==> config.mk <==
export PLATFORM = sky130hd
export DESIGN_NAME = rpc_front
export DESIGN_NICKNAME = d
export VERILOG_FILES = /design/src/rtl/rpc_pkg.sv /design/src/rtl/rpc_front.sv
export SDC_FILE = /design/constraint.sdc
export NUM_CORES = 2
export LEC_CHECK = 0
export CELL_PAD_IN_SITES_DETAIL_PLACEMENT = 1
export CELL_PAD_IN_SITES_GLOBAL_PLACEMENT = 1
export CORE_UTILIZATION = 49
export CTS_CLUSTER_SIZE = 8
export DETAILED_ROUTE_END_ITERATION = 16
export DONT_BUFFER_PORTS = 1
export GPL_TIMING_DRIVEN = 0
export PLACE_DENSITY_LB_ADDON = 0.08
export SLEW_MARGIN = 30
export SYNTH_ARGS = -nofsm -noshare
export SYNTH_HDL_FRONTEND = slang
export SYNTH_SLANG_ARGS = --single-unit
==> constraint.sdc <==
create_clock -name clk -period 7.5 [get_ports clk]
set_input_delay 1.5 -clock clk [delete_from_list [all_inputs] [get_ports clk]]
set_output_delay 1.5 -clock clk [all_outputs]
set_load 0.1 [all_outputs]
==> src/rtl/rpc_pkg.sv <==
package rpc_pkg;

  localparam logic [2:0] MODE_THRESH  = 3'd0;
  localparam logic [2:0] MODE_GRAY    = 3'd1;
  localparam logic [2:0] MODE_ISOLATE = 3'd2;
  localparam logic [2:0] MODE_REMOVE  = 3'd3;
  localparam logic [2:0] MODE_SEPIA   = 3'd4;

  localparam logic [1:0] CH_RED   = 2'd0;
  localparam logic [1:0] CH_GREEN = 2'd1;
  localparam logic [1:0] CH_BLUE  = 2'd2;

  localparam logic [1:0] REG_MODE     = 2'd0;
  localparam logic [1:0] REG_CHANNEL  = 2'd1;
  localparam logic [1:0] REG_IN_MAX   = 2'd2;
  localparam logic [1:0] REG_GRAY_MAX = 2'd3;

  // floor(x/3) = (x * DIV3_MUL) >> DIV3_SHIFT for x below 2^18
  localparam logic [17:0] DIV3_MUL   = 18'd174763;
  localparam int          DIV3_SHIFT = 19;
  // floor(x/1000) = (x * DIV1K_MUL) >> DIV1K_SHIFT for x below 256000
  localparam logic [18:0] DIV1K_MUL   = 19'd268436;
  localparam int          DIV1K_SHIFT = 28;
  localparam logic [26:0] SEPIA_LIMIT = 27'd256000;
  localparam logic [7:0]  SEPIA_CLAMP = 8'd255;

  localparam logic [10:0] SEPIA_COEF [3][3] = '{
    '{11'd393, 11'd769, 11'd189},
    '{11'd349, 11'd686, 11'd168},
    '{11'd272, 11'd534, 11'd131}
  };

  typedef struct packed {
    logic        valid;
    logic [15:0] rem;
    logic [15:0] dlo;
    logic [15:0] quo;
    logic        sat;
    logic        bit_o;
    logic [15:0] red;
    logic [15:0] green;
    logic [15:0] blue;
  } div_t;

endpackage

==> src/rtl/rpc_front.sv <==
module rpc_front (
  input  logic          clk,
  input  logic          rst,
  input  logic          en,
  input  logic          in_valid,
  input  logic [15:0]   red,
  input  logic [15:0]   green,
  input  logic [15:0]   blue,
  input  logic [2:0]    conv_mode,
  input  logic [1:0]    channel_select,
  input  logic [15:0]   input_max,
  input  logic [15:0]   gray_max,
  output rpc_pkg::div_t d_out
);
  import rpc_pkg::*;

  // stage 1
  logic        v1;
  logic [15:0] px1 [3];
  logic [17:0] sum1;
  // stage 2
  logic        v2;
  logic [35:0] avg_prod2;
  logic [26:0] sep2 [3];
  logic        bit2;
  logic [15:0] res2 [3];
  // stage 3
  logic        v3;
  logic [15:0] avg3;
  logic        sep_big3 [3];
  logic [37:0] sep_prod3 [3];
  logic        bit3;
  logic [15:0] res3 [3];

  logic [1:0]  ch;
  logic        bit_c;
  logic [15:0] res_c [3];
  logic [26:0] sep_c [3];
  logic [31:0] gprod;
  logic [15:0] fin_c [3];
  div_t        d_next;

  always_comb begin
    ch = (channel_select == 2'd3) ? CH_BLUE : channel_select;
    bit_c = 1'b0;
    for (int i = 0; i < 3; i++) begin
      res_c[i] = '0;
      sep_c[i] = 27'(px1[0]) * 27'(SEPIA_COEF[i][0])
               + 27'(px1[1]) * 27'(SEPIA_COEF[i][1])
               + 27'(px1[2]) * 27'(SEPIA_COEF[i][2]);
    end
    case (conv_mode)
      MODE_THRESH: bit_c = {sum1, 1'b0} < ({3'b000, input_max} + {2'b00, input_max, 1'b0});
      MODE_ISOLATE: res_c[ch] = px1[ch];
      MODE_REMOVE: begin
        for (int i = 0; i < 3; i++) begin
          res_c[i] = (2'(i) == ch) ? 16'd0 : px1[i];
        end
      end
      default: ;
    endcase
  end

  always_comb begin
    gprod = avg3 * gray_max;
    for (int i = 0; i < 3; i++) begin
      fin_c[i] = res3[i];
      if (conv_mode == MODE_SEPIA) begin
        fin_c[i] = sep_big3[i] ? {8'd0, SEPIA_CLAMP}
                               : {8'd0, sep_prod3[i][DIV1K_SHIFT +: 8]};
      end
    end
    d_next.valid = v3;
    d_next.rem   = gprod[31:16];
    d_next.dlo   = gprod[15:0];
    d_next.quo   = '0;
    d_next.sat   = avg3 >= input_max;
    d_next.bit_o = bit3;
    d_next.red   = fin_c[0];
    d_next.green = fin_c[1];
    d_next.blue  = fin_c[2];
  end

  always_ff @(posedge clk) begin
    if (rst) begin
      v1 <= 1'b0;
      v2 <= 1'b0;
      v3 <= 1'b0;
      d_out.valid <= 1'b0;
    end else if (en) begin
      v1 <= in_valid;
      v2 <= v1;
      v3 <= v2;
      d_out.valid <= d_next.valid;
    end
    if (en) begin
      d_out.rem   <= d_next.rem;
      d_out.dlo   <= d_next.dlo;
      d_out.quo   <= d_next.quo;
      d_out.sat   <= d_next.sat;
      d_out.bit_o <= d_next.bit_o;
      d_out.red   <= d_next.red;
      d_out.green <= d_next.green;
      d_out.blue  <= d_next.blue;
    end
  end

  always_ff @(posedge clk) begin
    if (en) begin
      px1[0] <= red;
      px1[1] <= green;
      px1[2] <= blue;
      sum1 <= {2'b00, red} + {2'b00, green} + {2'b00, blue};

      avg_prod2 <= sum1 * DIV3_MUL;
      bit2 <= bit_c;
      for (int i = 0; i < 3; i++) begin
        sep2[i] <= sep_c[i];
        res2[i] <= res_c[i];
      end

      avg3 <= avg_prod2[DIV3_SHIFT +: 16];
      bit3 <= bit2;
      for (int i = 0; i < 3; i++) begin
        sep_big3[i]  <= sep2[i] >= SEPIA_LIMIT;
        sep_prod3[i] <= 38'(sep2[i][17:0]) * 38'(DIV1K_MUL);
        res3[i]      <= res2[i];
      end
    end
  end

endmodule

==> metrics <==
Seq/Total Area, Yosys=19.4%; Vias/cell=5.34; die area=124000 µm²; Async SR Flop Fraction=0%; core outline area=122000 µm²; RSZ-0062 raised after global routing=true; post-synthesis cell type count=73; Crit path arrival time=7950 ps; Least-Margin Pin Slew=1030 ps; final hold violations=0; nets=8033; CP max-delay cell=fa_2; share of layout cells above drive strength 1=5.02%; Post-synth EDFFs=386; Max Clk Rate=132 MHz; Placed Cells incl. Taps=7301; commonest non-fill, non-tap cell in the layout=inv_1; num ports=188; Setup TNS Final=-63.8 ps; Clock Latency Late Sink=650 ps; synth warn=0; Root Driver=clkbuf_16; Syn Inst Count=5651; via count=39849; design area=65200 µm²; clock tree from TritonCTS=yes; CP Launch Type=flip-flop; Main synth FF type=edfxtp_1; Worst-path clk slew=50 ps; Setup crit start=px1[1][9]$_DFFE_PP_; Cell Area, Placed=62200 µm²; DP HPWL=137 mm; initial DRC count=1799; CP Capture Type=flip-flop; vias in the first global route=43505; minimum clock period=7560 ps; Pre-Repair DR Iteration Count=5; failing checks=negative setup slack; worst reg2reg setup slack=-60 ps; worst reg2reg endpoint=sep2[0][53]$_DFFE_PP_; Starting Density=49.4%; outcome=complete, but fails checks; Crit Path Max Fanout=8; Setup crit end=sep2[0][53]$_DFFE_PP_; slew margin rel.=31.7%; Hold Buf Count CTS=0; die height=352 µm; Filler cells=13132; CP required=7890 ps; GPL Wtd Cong=0.910; Avg WL per Cell=22.2 µm; Final WS setup=-63.8 ps; largest net degree at the start of global routing=388; Synth area leaders=fa_1 (28%), ha_1 (27%), edfxtp_1 (19%), inv_1 (9.1%), xnor2_1 (2.1%); GR Util All Layers=27.3%; DRC viols=0; most frequent cells in the layout=inv_1 (1446), ha_1 (1252), fa_1 (840), edfxtp_1 (386), nand2_1 (218); H-tree depth=2; Slew Limit Fails=0; hold slack=406 ps; Synth Cell Area=60000 µm²; FF-to-FF path depth=30; # clock sinks=390; Max Cap Violations=0; Port Buffers=0; crit-path most repeated cell=fa_1; WS Path Type=reg -> reg; Worst R2R Start=px1[1][9]$_DFFE_PP_; gr ovfl total=0; leading area contributor after synthesis=fa_1; Yosys top cell area share=28.2%; slowest stage delay, CP=600 ps; die width=352 µm; Syn Area/Cell=10.6 µm²; clock skew=22.5 ps; non-filler instance count after layout=7467; # rows=128; initial antenna violation count=5; CTS buffer count=57; area grow syn2layout=8.62%; Tightest Hold Check Type=reg -> reg; period utilisation layout=101%; Synth Register Bits=390; DRT Wirelength=166 mm; antenna viol nets, final=0; final setup violating endpoints=1; Max clock buf depth=3; first-pass GRT wire length=258 mm
critical path, delay by kind of cell, from the launching register on:
kind / cells / cell delay, ps
flip-flops: 1 / 520
buffers and inverters: 6 / 580
AO/OA/AOI/OAI: 11 / 2010
XOR/XNOR: 2 / 280
AND/OR/NAND/NOR: 2 / 200
adder cells (fa/ha/maj): 9 / 3720
per-stage QoR:
stage	setup slack, ps	utilization, %
after floorplan	144	-
after global placement	-929	51.1
after detailed placement	-1070	51.2
after CTS	4.01	52.9
after global routing	-287	53.6
final	-63.8	53.6
synthesized netlist by cell type (16+ instances only):
master	n
nor3_1	69
clkbuf_1	50
nor2_1	164
fa_1	844
inv_1	1453
xnor2_1	143
a21oi_1	204
buf_4	16
and2_1	128
xor2_1	69
o21a_1	39
nand4_1	28
nand3_1	39
a21o_1	121
edfxtp_1	386
and3_1	18
nand2b_1	31
a31oi_1	18
nand2_1	220
ha_1	1272
nor2b_1	56
o21ai_0	90
o21bai_1	23
worst min-delay path by stage:
stage / slack, ps / cells after the start / startpoint / to
finish: 410 / 0 / avg_prod2[22]$_DFFE_PP_ / avg3[3]$_DFFE_PP_
global route: 420 / 0 / avg_prod2[22]$_DFFE_PP_ / avg3[3]$_DFFE_PP_
CTS: 390 / 0 / avg_prod2[22]$_DFFE_PP_ / avg3[3]$_DFFE_PP_
detailed placement: 410 / 0 / avg_prod2[24]$_DFFE_PP_ / avg3[5]$_DFFE_PP_
global placement: 400 / 0 / bit2$_SDFFCE_PP0P_ / bit3$_DFFE_PP_
floorplan: 400 / 0 / avg_prod2[19]$_DFFE_PP_ / avg3[0]$_DFFE_PP_
logic make-up (layout without fill, tap and decap cells):
family / Yosys count / after routing / synth area share [%]
other: 1 / 18 / 0.00625
multiplexers: 4 / 4 / 0.0667
buffers and inverters: 1522 / 1696 / 9.62
XOR/XNOR: 212 / 212 / 3.09
AO/OA/AOI/OAI: 605 / 605 / 6.49
adder cells (fa/ha/maj): 2116 / 2116 / 54.7
AND/OR/NAND/NOR: 801 / 801 / 6.60
flip-flops: 390 / 390 / 19.4
timing repair:
item / in CTS / in global routing
endpoints found under the setup margin: 15 / 17
setup buffers: 33 / 59
pin swaps: 13 / 47
resized for setup: 30 / 78
area by class of cell:
| cell class | instances | area [µm²] | area share, % |
|---|---|---|---|
| multi-input cells | 3754 | 43100 | 66.1 |
| inverters | 1453 | 5460 | 8.37 |
| plain buffers | 69 | 337 | 0.516 |
| well taps | 1625 | 2030 | 3.12 |
| clock inverters | 9 | 96.3 | 0.148 |
| clock buffers | 62 | 1470 | 2.25 |
| diodes | 2 | 5.00 | 0.00768 |
| repair buffers | 103 | 1010 | 1.55 |
| flip-flops and latches | 390 | 11700 | 17.9 |
metal layers:
layer,global-route usage [%],up-vias,share of wire (%)
li1,-,18491,-
met1,39.1,20459,47
met2,43.8,763,46
met3,4.84,136,5.5
met4,4.19,0,1.5
met5,0,-,0
flip-flops by register name (all words and copies together), names as in the netlist, 18 cells and up:
signal	count
d_out	83
res3	48
px1	48
sum1	18
sep2	81
res2	48
sep_prod3	24
Power is left out: the tool's default activity adds up to more than one toggle a clock period on the data nets, which glitch-free logic cannot reach.
