==> src/rtl/rpc_pkg.sv <==
package rpc_pkg;

  localparam logic [2:0] MODE_THRESH  = 3'd0;
  localparam logic [2:0] MODE_GRAY    = 3'd1;
  localparam logic [2:0] MODE_ISOLATE = 3'd2;
  localparam logic [2:0] MODE_REMOVE  = 3'd3;
  localparam logic [2:0] MODE_SEPIA   = 3'd4;

  localparam logic [1:0] CH_RED   = 2'd0;
  localparam logic [1:0] CH_GREEN = 2'd1;
  localparam logic [1:0] CH_BLUE  = 2'd2;

  localparam logic [1:0] REG_MODE     = 2'd0;
  localparam logic [1:0] REG_CHANNEL  = 2'd1;
  localparam logic [1:0] REG_IN_MAX   = 2'd2;
  localparam logic [1:0] REG_GRAY_MAX = 2'd3;

  // floor(x/3) = (x * DIV3_MUL) >> DIV3_SHIFT for x below 2^18
  localparam logic [17:0] DIV3_MUL   = 18'd174763;
  localparam int          DIV3_SHIFT = 19;
  // floor(x/1000) = (x * DIV1K_MUL) >> DIV1K_SHIFT for x below 256000
  localparam logic [18:0] DIV1K_MUL   = 19'd268436;
  localparam int          DIV1K_SHIFT = 28;
  localparam logic [26:0] SEPIA_LIMIT = 27'd256000;
  localparam logic [7:0]  SEPIA_CLAMP = 8'd255;

  localparam logic [10:0] SEPIA_COEF [3][3] = '{
    '{11'd393, 11'd769, 11'd189},
    '{11'd349, 11'd686, 11'd168},
    '{11'd272, 11'd534, 11'd131}
  };

  typedef struct packed {
    logic        valid;
    logic [15:0] rem;
    logic [15:0] dlo;
    logic [15:0] quo;
    logic        sat;
    logic        bit_o;
    logic [15:0] red;
    logic [15:0] green;
    logic [15:0] blue;
  } div_t;

endpackage

==> src/rtl/rpc_div_step.sv <==
module rpc_div_step (
  input  logic          clk,
  input  logic          rst,
  input  logic          en,
  input  logic [15:0]   input_max,
  input  rpc_pkg::div_t d_in,
  output rpc_pkg::div_t d_out
);
  import rpc_pkg::*;

  logic [16:0] trial;
  logic [16:0] diff;
  logic        ge;
  div_t        d_next;

  always_comb begin
    trial = {d_in.rem, d_in.dlo[15]};
    diff  = trial - {1'b0, input_max};
    ge    = trial >= {1'b0, input_max};
    d_next = d_in;
    d_next.rem = ge ? diff[15:0] : trial[15:0];
    d_next.dlo = {d_in.dlo[14:0], 1'b0};
    d_next.quo = {d_in.quo[14:0], ge};
  end

  always_ff @(posedge clk) begin
    if (rst) begin
      d_out.valid <= 1'b0;
    end else if (en) begin
      d_out.valid <= d_next.valid;
    end
    if (en) begin
      d_out.rem   <= d_next.rem;
      d_out.dlo   <= d_next.dlo;
      d_out.quo   <= d_next.quo;
      d_out.sat   <= d_next.sat;
      d_out.bit_o <= d_next.bit_o;
      d_out.red   <= d_next.red;
      d_out.green <= d_next.green;
      d_out.blue  <= d_next.blue;
    end
  end

endmodule

==> config.mk <==
export PLATFORM = sky130hd
export DESIGN_NAME = rpc_div_step
export DESIGN_NICKNAME = d
export VERILOG_FILES = /design/src/rtl/rpc_pkg.sv /design/src/rtl/rpc_div_step.sv
export SDC_FILE = /design/constraint.sdc
export NUM_CORES = 1
export LEC_CHECK = 0
export BUFFER_PORTS_ARGS = -buffer_cell sky130_fd_sc_hd__buf_2
export CAP_MARGIN = 20
export CORE_MARGIN = 2
export CORE_UTILIZATION = 49
export CTS_CLUSTER_DIAMETER = 40
export CTS_CLUSTER_SIZE = 28
export DETAILED_ROUTE_END_ITERATION = 12
export HOLD_SLACK_MARGIN = 0.06
export PLACE_DENSITY = 0.91
export REMOVE_ABC_BUFFERS = 1
export SLEW_MARGIN = 40
export SYNTH_ARGS = -nofsm -noshare
export SYNTH_HDL_FRONTEND = slang
export SYNTH_SLANG_ARGS = --single-unit
==> constraint.sdc <==
create_clock -name clk -period 6 [get_ports clk]
set_clock_uncertainty 0.05 [all_clocks]
set_input_delay 0.6 -clock clk [delete_from_list [all_inputs] [get_ports clk]]
set_output_delay 0.6 -clock clk [all_outputs]
set_load 0.01 [all_outputs]
==> impl_metrics.yaml, run 1 <==
pwr:
  pwr-share-clk_pct: 25.8
  p_int_mw: 1.11
  p_sw_mw: 0.396
  combinationalPowerShare_pct: 18.4
  p_seq_share_pct: 55.8
  netSwitchingFraction_pct: 26.3
  peakVddDrop_mv: 0.136
  total_power_mw: 1.51
  power.density_mw_per_mm2: 275
  leakage_nw: 2.52
worst_setup_path:
  path_delay_family: "compound AO/OA/AOI/OAI gates"
  arrival_ns: 2.85
  cp-start-kind: "input pin"
  crit_slowest_cell: "a221o_1"
  critical_path.max_fanout: 11
  critPathMaxStageDelay_ns: 0.42
  worstSetupEndpointType: "flop"
  worstPathRequired_ns: 6.05
  path_cells: "buf_2 -> inv_1 -> ha_1 -> a21oi_2 -> o21ai_1 -> a221o_1 -> a21boi_4 -> and2_4 -> inv_4 -> mux2_4"
  crit_type: "in -> reg"
  critical_path.n_buffers_inverters: 3
sta:
  drv_slew: 0
  slew_headroom_pct: 46.7
  tns_ns: 0
  grt_setup_unrepaired: "no"
  holdWs_ns: 0.338
  worst_pin_slew_ns: 0.800
  setup_viol: 0
  timing.final.crit_share_pct: 46.6
  fmax_ghz: 0.358
  hold_violations: 0
  fin_crit_ns: 2.79
yosys:
  synth_cells: 255
  avgSynthCellArea_um2: 16.3
  synth.distinct_cells: 49
  syn_area_mm2: 0.00415
  yosysWarnings: 0
  synth_seq_cells: 98
  ys_seq_area_share_pct: 70.7
clock_network:
  cts.sinks: 98
  cts_buffer_depth: 2
  cts_tree: "yes"
  cts.reportedPaths.clkPinSlew_ns: 0.09
  htreeDepth: 3
  clk_latency_ns: 0.35
  cts-root-buf: "clkbuf_8"
  cts_hold_buf: 0
  post_cts_buffers: 0
  cts_resized: 0
  cts_made_buffers: 9
final_layout:
  top_register: "d_out"
  drive_gt1_share_pct: 51.2
  final_cells: 586
  layout.nets: 610
  fin_util_pct: 66.7
  area_growth_pct: 32.1
  reg.largest.list: "d_out (98)"
  largest_reg_flops: 98
  fillers: 593
place:
  dp_hpwl_um: 8300
  dp.cells: 569
  gp_congestion: 0.852
  portBuffers: 214
routing:
  routedWlPerCell_um: 17.8
  dr.pass1.iters: 4
  ant_nets: 0
  first_iter_violations: 159
  routed_wl_um: 10400
  viasPerCell: 5.08
  vias: 2976
  route.detailed.drc: 0
floorplanning:
  die_x_um: 96.0
  io_pins: 217
  initial_core_util_pct: 50.5
  die_h_um: 96.0
  rows: 33
  core_area_mm2: 0.00822
  die_area_mm2: 0.00922
outcome:
  status: "complete, no violations"
hold_path:
  holdCritPathClass: "in -> reg"
grt:
  antenna_found_initial: 1
  grt_pass1_wl_um: 13900
  grt_max_degree: 68
  grt_pass1_vias: 2773
  grt_overflow_total: 0
  grt_util_all_layers_pct: 20.8
flow_run:
  max_cap_viol_count: 0
[placed cells by master (no fill, tap or decap), types with 3 or more instances in the layout]
cell      netlist  routed
nor2_1         13      13
nand3_1         7       7
ha_1           16      16
inv_1          19      19
buf_2           0     213
nor3_1          3       3
clkbuf_8        0       9
a21oi_1         3       3
a21o_1          5       5
mux2_4          8       8
nand2_1         5       5
a211o_1         3       3
clkinv_4        0       4
a21boi_0        3       3
edfxtp_1       97      97
o31ai_1         5       5
xnor2_1         5       5
o21ai_0         9       9
a211oi_1        3       3
xor2_1          4       4
o21a_1          6       6
[cells by family (layout without fill, tap and decap cells)]
| group | count (synthesis) | count (layout) | share of synthesized area, % |
|---|---|---|---|
| mux | 11 | 11 | 3.65 |
| simple gates | 41 | 41 | 5.10 |
| compound gates | 52 | 52 | 9.74 |
| fa+ha+maj | 17 | 17 | 5.31 |
| other cells | 1 | 2 | 0.0904 |
| flops | 98 | 98 | 70.7 |
| buf+inv | 26 | 251 | 3.53 |
| xor+xnor | 9 | 9 | 1.90 |
[worst reg2reg max path: cells and delay by family (launching register included)]
family           cells  cell delay (ns)
AND/OR/NAND/NOR      1             0.05
flip-flops           1             0.32
multiplexers         1             0.13
[layer usage]
metal / GRT usage (%) / wire length, um / vias to the layer above
met2: 39.8 / 5760 / 133
li1: - / - / 1411
met1: 20.9 / 3540 / 1417
met3: 6.66 / 899 / 15
met4: 7.26 / 202 / 0
met5: 0 / 0 / -
[power by group through the flow]
stage	Sequential (mW)	Combinational [mW]	Clock [mW]
after global routing	0.845	0.302	0.429
after global placement	0.852	0.271	0
after CTS	0.840	0.280	0.399
after floorplan	0.891	0.106	0
final	0.840	0.278	0.389
after detailed placement	0.856	0.279	0
[path summary, 6_finish.rpt]
kind / start / end / slack [ns] / cells after the start
setup / recovery: input_max[8] / d_out[89] / 3.21 / 10
hold / removal: rst / d_out[98] / 0.34 / 2
setup reg to reg: d_out[98] / d_out[98] / 5.36 / 2
hold reg to reg: d_out[98] / d_out[98] / 0.46 / 2
[cell usage after synthesis (all sizes together)]
master | number | area share, %
a21oi | 4 | 0.57
a21boi | 4 | 1.0
inv | 20 | 1.9
a41oi | 1 | 0.21
buf | 5 | 1.6
o21ai | 10 | 1.2
nor2b | 1 | 0.15
dfxtp | 1 | 0.48
clkbuf | 1 | 0.090
and4 | 1 | 0.21
a31o | 1 | 0.21
a221o | 1 | 0.24
o21a | 6 | 1.1
a211o | 3 | 0.63
and3 | 2 | 0.30
mux2 | 9 | 3.2
edfxtp | 97 | 70
a21o | 5 | 0.90
o211a | 2 | 0.48
fa | 1 | 0.48
and3b | 2 | 0.42
o211ai | 2 | 0.36
ha | 16 | 4.8
nor3 | 3 | 0.36
nor2 | 13 | 1.2
xor2 | 4 | 0.84
a32o | 1 | 0.24
nand2 | 5 | 0.45
a211oi | 3 | 0.54
o2111ai | 1 | 0.63
nand2b | 2 | 0.30
o31ai | 5 | 0.90
conb | 1 | 0.090
nand3 | 7 | 0.84
nand4 | 2 | 0.30
and2 | 3 | 0.57
xnor2 | 5 | 1.1
o31a | 1 | 0.21
a31oi | 2 | 0.30
mux2i | 2 | 0.48
[final cells by class]
cell class,count,area [um^2],area share (%)
clock inverters,7,61.3,1.12
clock buffers,9,124,2.26
multi-input cells,131,1070,19.5
diodes,1,2.50,0.0457
well taps,105,131,2.40
repair buffers,215,1080,19.7
inverters,20,77.6,1.42
flip-flops and latches,98,2930,53.5
[per-stage QoR]
step                instance area, um^2  worst slack, ns
floorplan                          4080             3.28
global placement                   5290             2.91
detailed placement                 5290             2.88
CTS                                5480             3.25
global route                       5480             3.13
finish                             5480             3.21
Power figures use the tool's default switching activity.
==> run 2, diff against run 1 <==
- ABC_AREA: default -> 1
- CORE_UTILIZATION: 49 -> 41
- PLACE_DENSITY: 0.91 -> 0.81
- clock period: 6 -> 2.4 ns (I/O delays scaled with it)
==> run 2 against run 1 <==
Core utilization down 2.6 points. Sequential share of layout area fell by 8.8 points. Critical path depth is the same. Wire length grew 33%. First-iteration DRC count rose by 0.63%. Die area rose by 22%. Global-route usage up 3.2 points. Non-clock buffer count up 83.
==> impl_metrics.yaml, run 2 <==
final_layout:
  multi_input_area_mm2: 0.00107
  largest_reg_flops: 98
  final_cell_mix: "buf_2, nand2_1, edfxtp_1, dlygate4sd3_1, inv_1"
  final_common_cell: "buf_2"
  layout.nets: 811
  final_cells: 816
  top_register: "d_out"
  regArea_mm2: 0.00293
  area_growth_pct: 53.2
  fillers: 766
  diodes: 0
  reg.largest.list: "d_out (98)"
  drive_gt1_share_pct: 35.1
sta:
  grt_setup_unrepaired: "no"
  drv_slew: 0
  setup_viol: 0
  timing.final.crit_share_pct: 74.2
  fin_crit_ns: 1.78
  fmax_ghz: 0.562
  hold_violations: 0
  tns_ns: 0
yosys:
  async_flop_share_pct: 0
  synth_cells: 371
  ys_seq_area_share_pct: 68.6
  synth_seq_cells: 98
  synth.distinct_cells: 26
  ys_top_cells_by_area: "edfxtp_1, nand2_1, inv_1, ha_1, nand3_1"
  synthTopCellsByCount: "nand2_1, edfxtp_1, inv_1"
  synth_edf_count: 97
  post-synth-top-count-cell: "nand2_1"
  yosysWarnings: 0
  synth-main-ff-cell: "edfxtp_1"
  syn_area_mm2: 0.00428
  yosysTopAreaCell: "edfxtp_1"
  synth_top_cell_area_share_pct: 68.1
  avgSynthCellArea_um2: 11.5
clock_network:
  htreeDepth: 3
  clk_latency_ns: 0.35
  cts.sinks: 98
  cts_hold_buf: 81
  cts_resized: 0
  cts_made_buffers: 9
  cts_buffer_depth: 2
  cts.reportedPaths.clkPinSlew_ns: 0.09
  post_cts_buffers: 0
  cts-root-buf: "clkbuf_8"
  cts_tree: "yes"
pwr:
  total_power_mw: 4.19
  power.density_mw_per_mm2: 639
  peakVddDrop_mv: 0.335
  leakage_nw: 3.20
worst_setup_path:
  arrival_ns: 1.85
  crit_type: "in -> reg"
  worstPathRequired_ns: 2.47
  critical_path.max_fanout: 3
  cp-start-kind: "input pin"
  reg2reg_depth: 2
  worstSetupEndpointType: "flop"
hold_path:
  holdCritPathClass: "in -> reg"
  min_path_cells: 3
floorplanning:
  core_area_mm2: 0.0102
  initial_core_util_pct: 41.8
  rows: 37
  die_x_um: 106
  io_pins: 217
  die_h_um: 106
  die_area_mm2: 0.0113
place:
  portBuffers: 214
  dp_hpwl_um: 8760
  gp_congestion: 0.816
  dp.cells: 720
outcome:
  status: "complete, no violations"
grt:
  antenna_found_initial: 0
  grt_pass1_wl_um: 20300
  grt_pass1_vias: 3756
  grt_util_all_layers_pct: 24.0
  grt_max_degree: 53
  grt_overflow_total: 0
routing:
  route.detailed.drc: 0
  first_iter_violations: 160
  routedWlPerCell_um: 16.9
  dr.pass1.iters: 4
  ant_nets: 0
  vias: 3804
  routed_wl_um: 13800
  viasPerCell: 4.66
flow_run:
  max_cap_viol_count: 0
## run 2: cell count changes after synthesis, moves of 6 or more
cell | before | now
a21oi_1 | 3 | 9
mux2_4 | 8 | 0
nand2_1 | 5 | 120
o21a_1 | 6 | 0
o21ai_0 | 9 | 2
inv_1 | 19 | 60
nand3_1 | 7 | 17
## run 2: report_power, final
| part | internal, mW | switching [mW] |
|---|---|---|
| registers | 2.06 | 0.0488 |
| clock network | 0.694 | 0.553 |
| logic | 0.370 | 0.460 |
## run 2: cells by family after synthesis
logic type | Yosys count | share of synthesized area [%]
AO/OA/AOI/OAI | 12 | 1.46
other | 1 | 0.0877
flip-flops | 98 | 68.6
adder cells (fa/ha/maj) | 17 | 5.15
buffers and inverters | 64 | 6.44
AND/OR/NAND/NOR | 172 | 16.8
multiplexers | 1 | 0.234
XOR/XNOR | 6 | 1.23
## run 2: area by class of cell
type	instances	area share, %
clock buffers	9	1.89
clock inverters	6	1.74
inverters	60	3.44
multi-input cells	209	16.3
flip-flops and latches	98	44.7
well taps	136	2.60
repair buffers	298	29.3
## run 2: metrics by stage
| stage | instance area, um^2 | hold slack, ns | worst slack [ns] | util [%] |
|---|---|---|---|---|
| finish | 6550 | 0.0962 | 0.619 | 64.1 |
| floorplan | 4230 | 0.262 | 0.490 | - |
| detailed placement | 5510 | 0.358 | 0.311 | 53.8 |
| CTS | 6550 | 0.0879 | 0.693 | 64.1 |
| global route | 6550 | 0.101 | 0.494 | 64.1 |
| global placement | 5510 | 0.349 | 0.326 | 53.8 |
## run 2: path summary, 6_finish.rpt
| check | from | end | slack [ns] |
|---|---|---|---|
| worst max-delay path | d_in[81] | d_out[90] | 0.62 |
| worst min-delay path | d_in[98] | d_out[98] | 0.1 |
| worst max register to register | d_out[98] | d_out[98] | 1.76 |
| worst min register to register | d_out[98] | d_out[98] | 0.47 |
## run 2: worst max-delay path, cell delays in order
cell and delay, ns:
buf_2 0.07, inv_1 0.04, ha_1 0.20, fa_1 0.45, o21bai_1 0.39, nand2_1 0.16
nand3_1 0.10, nand2_1 0.05, nand3_1 0.09, nand2_1 0.05
## run 2: metal layers
layer  GRT usage, %  wire length (um)  vias to the layer above
li1               -                 -                     1825
met1           24.1              4840                     1771
met2           46.3              7540                      173
met3           6.25               912                       35
met4           10.1               497                        0
met5              0                 0                        -
